File: src/hw/rtl/ecs_pkg.sv
// Package for the encoder commutation sector block: constants, codes,
// controller states and the command and status structs.
// No dependencies; used by every module of the block.
package ecs_pkg;

	// Encoder counts per revolution, as a power of two.
	localparam int unsigned CPR_W = 11;
	localparam int unsigned CPR   = 1 << CPR_W;

	localparam int unsigned RAW_W   = 12;
	localparam int unsigned PP_W    = 6;
	localparam int unsigned STEP_W  = 8;
	localparam int unsigned SECT_W  = 3;
	localparam int unsigned CFG_W   = 11;
	localparam int unsigned CFG_IDX_W = 2;

	localparam logic [PP_W-1:0] PP_MIN = PP_W'(1);
	localparam logic [PP_W-1:0] PP_MAX = PP_W'(32);

	localparam int unsigned NUM_SECTORS = 6;
	// Reciprocal of six for values below 256: x / 6 == (x * 171) >> 10.
	localparam int unsigned SECT_RECIP = 171;
	localparam int unsigned SECT_SHIFT = 10;

	// One quotient bit per divider step; the quotient stays below CPR.
	localparam int unsigned DIV_STEPS = CPR_W;
	localparam int unsigned DIV_CNT_W = $clog2(DIV_STEPS);

	typedef enum logic [CFG_IDX_W-1:0] {
		REG_POLE_PAIRS   = 2'd0,
		REG_MOTOR_OFFSET = 2'd1,
		REG_DIR_REVERSED = 2'd2
	} cfg_reg_t;

	typedef enum logic {
		CMD_POSITION = 1'b0,
		CMD_INDEX    = 1'b1
	} in_cmd_t;

	typedef enum logic [2:0] {
		ST_IDLE,
		ST_MUL,
		ST_PREP,
		ST_DIV,
		ST_FIN
	} state_t;

	typedef struct packed {
		logic capture_index;
		logic load_pos;
		logic do_mul;
		logic do_prep;
		logic do_div;
		logic do_fin;
	} dp_cmd_t;

	typedef struct packed {
		logic div_last;
	} dp_status_t;

endpackage

File: src/hw/rtl/ecs_ctrl.sv
// Controller for the encoder commutation sector block: state machine,
// input handshake and output valid register. Depends on ecs_pkg.
module ecs_ctrl (
	input  logic                 clk,
	input  logic                 arst_n,
	input  logic                 in_valid,
	output logic                 in_stall,
	input  logic                 command,
	output logic                 out_valid,
	input  logic                 out_stall,
	output ecs_pkg::dp_cmd_t     cmd,
	input  ecs_pkg::dp_status_t  status
);

	ecs_pkg::state_t state_q, state_d;
	logic out_valid_q, out_valid_d;

	always_ff @(posedge clk or negedge arst_n) begin
		if (!arst_n) begin
			state_q     <= ecs_pkg::ST_IDLE;
			out_valid_q <= 1'b0;
		end else begin
			state_q     <= state_d;
			out_valid_q <= out_valid_d;
		end
	end

	always_comb begin
		state_d  = state_q;
		cmd      = '0;
		in_stall = (state_q != ecs_pkg::ST_IDLE);
		case (state_q)
			ecs_pkg::ST_IDLE: begin
				if (in_valid) begin
					if (command == ecs_pkg::CMD_INDEX) begin
						cmd.capture_index = 1'b1;
					end else begin
						cmd.load_pos = 1'b1;
						state_d      = ecs_pkg::ST_MUL;
					end
				end
			end
			ecs_pkg::ST_MUL: begin
				cmd.do_mul = 1'b1;
				state_d    = ecs_pkg::ST_PREP;
			end
			ecs_pkg::ST_PREP: begin
				cmd.do_prep = 1'b1;
				state_d     = ecs_pkg::ST_DIV;
			end
			ecs_pkg::ST_DIV: begin
				cmd.do_div = 1'b1;
				if (status.div_last) begin
					state_d = ecs_pkg::ST_FIN;
				end
			end
			ecs_pkg::ST_FIN: begin
				// hold until the output register is free
				if (!out_valid_q || !out_stall) begin
					cmd.do_fin = 1'b1;
					state_d    = ecs_pkg::ST_IDLE;
				end
			end
			default: begin
				state_d = ecs_pkg::ST_IDLE;
			end
		endcase
	end

	always_comb begin
		out_valid_d = out_valid_q;
		if (out_valid_q && !out_stall) begin
			out_valid_d = 1'b0;
		end
		if (cmd.do_fin) begin
			out_valid_d = 1'b1;
		end
	end

	assign out_valid = out_valid_q;

endmodule

File: src/hw/rtl/ecs_dp.sv
// Datapath for the encoder commutation sector block: configuration and
// index registers, step multiplier, serial divider and output registers.
// Depends on ecs_pkg; driven by ecs_ctrl.
module ecs_dp (
	input  logic                                clk,
	input  logic                                arst_n,
	input  logic                                cfg_wr_en,
	input  logic [ecs_pkg::CFG_IDX_W-1:0]       cfg_index,
	input  logic [ecs_pkg::CFG_W-1:0]           cfg_data,
	input  logic [ecs_pkg::RAW_W-1:0]           raw_count,
	input  ecs_pkg::dp_cmd_t                    cmd,
	output ecs_pkg::dp_status_t                 status,
	output logic [ecs_pkg::SECT_W-1:0]          sector,
	output logic [ecs_pkg::STEP_W-1:0]          electrical_step,
	output logic [ecs_pkg::CPR_W-1:0]           next_compare
);

	localparam int unsigned CW   = ecs_pkg::CPR_W;
	localparam int unsigned SW   = ecs_pkg::STEP_W;
	localparam int unsigned PW   = CW + SW;
	localparam int unsigned REMW = SW + 1;
	localparam int unsigned RCPW = SW + ecs_pkg::SECT_SHIFT - 2;

	logic [ecs_pkg::PP_W-1:0]  pp_q;
	logic [CW-1:0]             mo_q;
	logic                      rev_q;
	logic [ecs_pkg::RAW_W-1:0] idx_q;

	logic [CW-1:0]             cnt_q;
	logic [SW-1:0]             abs_q;
	logic [SW-1:0]             rem_q;
	logic [CW-1:0]             low_q;
	logic [CW-1:0]             quo_q;
	logic [ecs_pkg::DIV_CNT_W-1:0] iter_q;

	logic [ecs_pkg::SECT_W-1:0] sector_q;
	logic [SW-1:0]             step_q;
	logic [CW-1:0]             next_q;

	logic [ecs_pkg::PP_W-1:0]  pp_eff;
	logic [SW-1:0]             steps;
	logic [CW-1:0]             rel_cnt, dir_cnt, pos_cnt;
	logic [PW-1:0]             prod;
	logic [SW:0]               abs_inc;
	logic [SW-1:0]             inc_step;
	logic [REMW-1:0]           trial;
	logic                      qbit;
	logic [CW-1:0]             nc_off, nc_dir, nc_raw;
	logic [RCPW-1:0]           recip_prod;
	logic [SW-1:0]             sect_quo;
	logic [SW-1:0]             sect_rem;

	// configuration and index offset
	always_ff @(posedge clk or negedge arst_n) begin
		if (!arst_n) begin
			pp_q  <= ecs_pkg::PP_MIN;
			mo_q  <= '0;
			rev_q <= 1'b0;
			idx_q <= '0;
		end else begin
			if (cfg_wr_en) begin
				case (cfg_index)
					ecs_pkg::REG_POLE_PAIRS:   pp_q  <= cfg_data[ecs_pkg::PP_W-1:0];
					ecs_pkg::REG_MOTOR_OFFSET: mo_q  <= cfg_data[CW-1:0];
					ecs_pkg::REG_DIR_REVERSED: rev_q <= cfg_data[0];
					default: begin
					end
				endcase
			end
			if (cmd.capture_index) begin
				idx_q <= raw_count;
			end
		end
	end

	// clamp pole pairs; steps per revolution is six times that
	always_comb begin
		pp_eff = pp_q;
		if (pp_q < ecs_pkg::PP_MIN) begin
			pp_eff = ecs_pkg::PP_MIN;
		end else if (pp_q > ecs_pkg::PP_MAX) begin
			pp_eff = ecs_pkg::PP_MAX;
		end
		steps = SW'({pp_eff, 2'b00}) + SW'({pp_eff, 1'b0});
	end

	// count relative to index, optionally reversed, minus motor offset (all mod CPR)
	always_comb begin
		rel_cnt = raw_count[CW-1:0] - idx_q[CW-1:0];
		dir_cnt = rev_q ? (CW'(0) - rel_cnt) : rel_cnt;
		pos_cnt = dir_cnt - mo_q;
	end

	assign prod = PW'(cnt_q) * PW'(steps);

	always_comb begin
		abs_inc  = {1'b0, abs_q} + (SW+1)'(1);
		inc_step = (abs_inc >= {1'b0, steps}) ? '0 : abs_inc[SW-1:0];
	end

	// restoring divider: shift in one dividend bit per step
	always_comb begin
		trial = {rem_q, low_q[CW-1]};
		qbit  = (trial >= {1'b0, steps});
	end

	assign status.div_last = (iter_q == ecs_pkg::DIV_CNT_W'(ecs_pkg::DIV_STEPS - 1));

	// map the boundary back through motor offset, reversal and index offset
	always_comb begin
		nc_off = quo_q + mo_q;
		nc_dir = rev_q ? (CW'(0) - nc_off) : nc_off;
		nc_raw = nc_dir + idx_q[CW-1:0];
	end

	always_comb begin
		recip_prod = RCPW'(abs_q) * RCPW'(ecs_pkg::SECT_RECIP);
		sect_quo   = SW'(recip_prod >> ecs_pkg::SECT_SHIFT);
		sect_rem   = abs_q - SW'(sect_quo * SW'(ecs_pkg::NUM_SECTORS));
	end

	always_ff @(posedge clk) begin
		if (cmd.load_pos) begin
			cnt_q <= pos_cnt;
		end
		if (cmd.do_mul) begin
			abs_q <= prod[PW-1:CW];
		end
		if (cmd.do_prep) begin
			// dividend is inc_step * CPR + steps - 1
			rem_q  <= inc_step;
			low_q  <= CW'(steps) - CW'(1);
			quo_q  <= '0;
			iter_q <= '0;
		end
		if (cmd.do_div) begin
			rem_q  <= qbit ? SW'(trial - {1'b0, steps}) : trial[SW-1:0];
			low_q  <= {low_q[CW-2:0], 1'b0};
			quo_q  <= {quo_q[CW-2:0], qbit};
			iter_q <= iter_q + ecs_pkg::DIV_CNT_W'(1);
		end
		if (cmd.do_fin) begin
			sector_q <= sect_rem[ecs_pkg::SECT_W-1:0];
			step_q   <= abs_q;
			next_q   <= nc_raw;
		end
	end

	assign sector          = sector_q;
	assign electrical_step = step_q;
	assign next_compare    = next_q;

endmodule

File: src/hw/rtl/encoder_commutation_sector_top.sv
// Position request: accepted in idle, then passes through the MUL and PREP
// states, the 11-step serial divider and FIN; no new request until idle.
// Index-capture requests are taken in idle and give no result.
// Output register frees the input side while a result waits.
// Asynchronous active-low reset: pole pairs 1, offsets 0, not reversed.
// Top level of the encoder commutation sector block; instantiates
// ecs_ctrl and ecs_dp and depends on ecs_pkg.
module encoder_commutation_sector_top (
	input  logic                             clk,
	input  logic                             arst_n,
	input  logic                             cfg_wr_en,
	input  logic [ecs_pkg::CFG_IDX_W-1:0]    cfg_index,
	input  logic [ecs_pkg::CFG_W-1:0]        cfg_data,
	input  logic                             in_valid,
	output logic                             in_stall,
	input  logic                             command,
	input  logic [ecs_pkg::RAW_W-1:0]        raw_count,
	output logic                             out_valid,
	input  logic                             out_stall,
	output logic [ecs_pkg::SECT_W-1:0]       sector,
	output logic [ecs_pkg::STEP_W-1:0]       electrical_step,
	output logic [ecs_pkg::CPR_W-1:0]        next_compare
);

	ecs_pkg::dp_cmd_t    cmd;
	ecs_pkg::dp_status_t status;

	ecs_ctrl u_ctrl (
		.clk       (clk),
		.arst_n    (arst_n),
		.in_valid  (in_valid),
		.in_stall  (in_stall),
		.command   (command),
		.out_valid (out_valid),
		.out_stall (out_stall),
		.cmd       (cmd),
		.status    (status)
	);

	ecs_dp u_dp (
		.clk             (clk),
		.arst_n          (arst_n),
		.cfg_wr_en       (cfg_wr_en),
		.cfg_index       (cfg_index),
		.cfg_data        (cfg_data),
		.raw_count       (raw_count),
		.cmd             (cmd),
		.status          (status),
		.sector          (sector),
		.electrical_step (electrical_step),
		.next_compare    (next_compare)
	);

endmodule

File: config.mk
export PLATFORM = sky130hd
export DESIGN_NAME = encoder_commutation_sector_top
export DESIGN_NICKNAME = d
export VERILOG_FILES = /design/src/hw/rtl/ecs_pkg.sv /design/src/hw/rtl/ecs_ctrl.sv /design/src/hw/rtl/ecs_dp.sv /design/src/hw/rtl/encoder_commutation_sector_top.sv
export SDC_FILE = /design/constraint.sdc
export NUM_CORES = 1
export LEC_CHECK = 0
export ABC_AREA = 1
export BUFFER_PORTS_ARGS = -buffer_cell sky130_fd_sc_hd__buf_2
export CORE_MARGIN = 2
export CORE_UTILIZATION = 45
export CTS_CLUSTER_SIZE = 16
export DETAILED_ROUTE_END_ITERATION = 16
export PLACE_DENSITY = 0.68
export SYNTH_ARGS = -nofsm -noshare
export SYNTH_HDL_FRONTEND = slang
export SYNTH_SLANG_ARGS = --single-unit
File: constraint.sdc
create_clock -name clk -period 14.88 [get_ports clk]
set_input_delay 2.976 -clock clk [delete_from_list [all_inputs] [get_ports clk]]
set_output_delay 2.976 -clock clk [all_outputs]
set_load 0.01 [all_outputs]
==> metrics.md <==
| Metric | Value |
|---|---|
| Slew @ Worst Pin | 0.777 ns |
| Antenna diodes | 0 |
| Max frequency | 168 MHz |
| Skew-Pair Late Insertion Delay | 0.37 ns |
| Final Cycle Share | 0.399 |
| Share of the synthesized area in the top cell type | 0.205 |
| Root buffer cell | clkbuf_16 |
| Tot GR Track Use | 0.198 |
| Total Wirelength | 23.1 mm |
| Chip width | 158 um |
| Critical Path Fanout Max | 15 |
| Initial antenna violation count | 0 |
| Post-Place Worst Slack | 8.65 ns |
| Routed len/inst | 13.5 um |
| Via density | 4.96 |
| Synth Flop Type | edfxtp_1 |
| Reg area | 3040 sq um |
| HP Class | reg -> reg |
| Global-route wire length before repair | 39.1 mm |
| Initial Utilization | 0.457 |
| Vias after detailed routing | 8,495 |
| Routed Antenna Nets | 0 |
| GPL Wtd Cong | 0.888 |
| Total negative slack | 0 ns |
| Cell Area, Synth | 10,700 sq um |
| Row count | 56 |
| Synth area leader | edfxtp_1 |
| H-tree depth | 3 |
| CP startpoint kind | flip-flop |
| Vias in the first global route | 8,443 |
| Reg2reg setup slack | 8.94 ns |
| Syn avg cell area | 7.98 sq um |
| Synth cell count leaders | nand2_1 (276), inv_1 (274), nor2_1 (133) |
| Total CTS buffers | 9 |
| CTS tree | yes |
| Post-CTS Hold Buffers | 0 |
| Number of port buffers | 53 |
| Yosys Warn Count | 0 |
| Final Hold Slack | 0.497 ns |
| Largest net degree at the start of global routing | 34 |
| Asr flop ratio synth | 0.308 |
| Initial drt markers | 444 |
| Area grow syn2layout | 8.29% |
| # clock sinks | 107 |
| Fillers | 2,327 |
| Final nets | 1,609 |
| Rel. slew slack | 0.482 |
| Seq cells post-synth | 107 |
| HPWL after DPL | 18.9 mm |
| Final core utilization | 0.494 |
| Total iterations of the first detailed-routing run | 5 |
| Max cap viols | 0 |
| Multi-input gate area | 6510 sq um |
| EDFF count, synth | 73 |
| Worst-path clk slew | 0.08 ns |
| Top post-synthesis cells by area | edfxtp_1 (21%), ha_1 (15%), fa_1 (11%) |
| # setup viols final | 0 |
| Cells after synthesis | 1,339 |
| Worst EP required | 14.99 ns |
| Unrepaired setup endpoints after global routing | no |
| CTS max path bufs | 2 |
| Kind of critical path | reg -> reg |
| Most common cell in the netlist | nand2_1 |
| Post_cts resized | 0 |
| Status | complete, no violations |
| Fin. Hold Viols | 0 |
| WP data arrival | 6.05 ns |
| Final Critical Period | 5.94 ns |
| Die ar. | 25,000 sq um |
| Syn nets | 1,560 |
| CP Capture Type | flip-flop |
| Remaining DRCs | 0 |
| Sequential-to-total area share from yosys stat | 0.284 |
| Post-CTS setup buffer count | 0 |
| Slew Limit Fails | 0 |
| Share of layout cells above drive strength 1 | 0.0725 |
| Core Box Area | 23,400 sq um |
| I/O pins | 55 |
| DIE HEIGHT | 158 um |
| Count of cell types in the netlist | 51 |
| Layout Skew | 0.0181 ns |
| PnR worst setup slack | 8.94 ns |
| Total grt overflow | 0 |
-- worst max-delay path, stage by stage, from the launching register on --
cell and delay [ns]:
dfrtp_1 0.50, nor2_1 0.27, nor2_1 0.08, a21oi_1 0.13, ha_1 0.16, inv_1 0.06, nand2_2 0.07, nand3_1 0.08
nand2_2 0.11, xor2_4 0.53, nor2_1 0.13, fa_1 0.53, inv_1 0.05, fa_1 0.53, inv_1 0.06, fa_1 0.53
inv_1 0.06, fa_1 0.54, inv_1 0.05, ha_1 0.34, nand2_1 0.13, nor4_1 0.20, nand4_1 0.14, nand2_1 0.16
nand2_1 0.09, nand3_1 0.07, nand2_1 0.05
-- layer usage --
| metal | global-route usage | up-vias | routed length, um |
|---|---|---|---|
| li1 | - | 4355 | - |
| met1 | 0.241 | 3948 | 10300 |
| met2 | 0.353 | 148 | 11400 |
| met3 | 0.0285 | 44 | 756 |
| met4 | 0.0734 | 0 | 717 |
| met5 | 0 | - | 0 |
-- placed cells by master (no fill, tap or decap), types with 32 or more instances in the layout --
master / n
xor2_1: 43
nor2_1: 131
o21ai_0: 46
a21oi_1: 73
dfrtp_1: 32
edfxtp_1: 73
ha_1: 130
buf_2: 53
inv_1: 274
nand3_1: 67
nand2_1: 276
fa_1: 60
-- worst paths after layout --
path,startpoint,to,cells past startpoint
max in group asynchronous,arst_n,u_dp.mo_q[0],1
worst min-delay path,u_dp.low_q[0],u_dp.low_q[0],2
min in group asynchronous,arst_n,u_dp.idx_q[6],1
worst max register to register,u_dp.pp_q[5],u_dp.abs_q[6],26
worst max-delay path,u_dp.pp_q[5],u_dp.abs_q[6],26
worst min register to register,u_dp.low_q[0],u_dp.low_q[0],2
-- area by class of cell --
| type | count | share of cell area |
|---|---|---|
| clock buffer | 10 | 0.0198 |
| clock inverter | 6 | 0.00411 |
| inverter | 277 | 0.0901 |
| multi-input combinational | 935 | 0.563 |
| sequential | 107 | 0.263 |
| tap | 319 | 0.0345 |
| timing repair buffer | 58 | 0.0262 |
-- per-stage QoR --
step	instance area, sq um	std cells
global placement	11300	1696
CTS	11600	1712
global route	11600	1712
floorplan	10700	1339
detailed placement	11300	1696
finish	11600	1712
-- cells by family (layout without fill, tap and decap cells) --
logic type                 after synthesis  in the layout  synth area share
and+or+nand+nor                        527            527             0.208
xor gates and xnor gates                65             65            0.0550
DFF                                    107            107             0.284
adders and majority gates              190            190             0.265
muxes                                    2              2           0.00211
AOI/OAI and AO/OA                      151            151            0.0794
buffers and inverters                  297            351             0.107
-- registers in the layout, summed over array words and instances, names as in the netlist, 4 cells and up --
signal	flops
u_dp.mo_q	11
u_dp.quo_q	11
u_dp.idx_q	11
u_dp.next_compare	11
u_dp.electrical_step	8
u_dp.abs_q	8
u_dp.pp_q	6
u_dp.low_q	11
u_dp.rem_q	8
u_dp.iter_q	4
u_dp.cnt_q	11
Power is not shown: default switching activity piles up to over one toggle a cycle in this logic, so the estimate is an artifact.
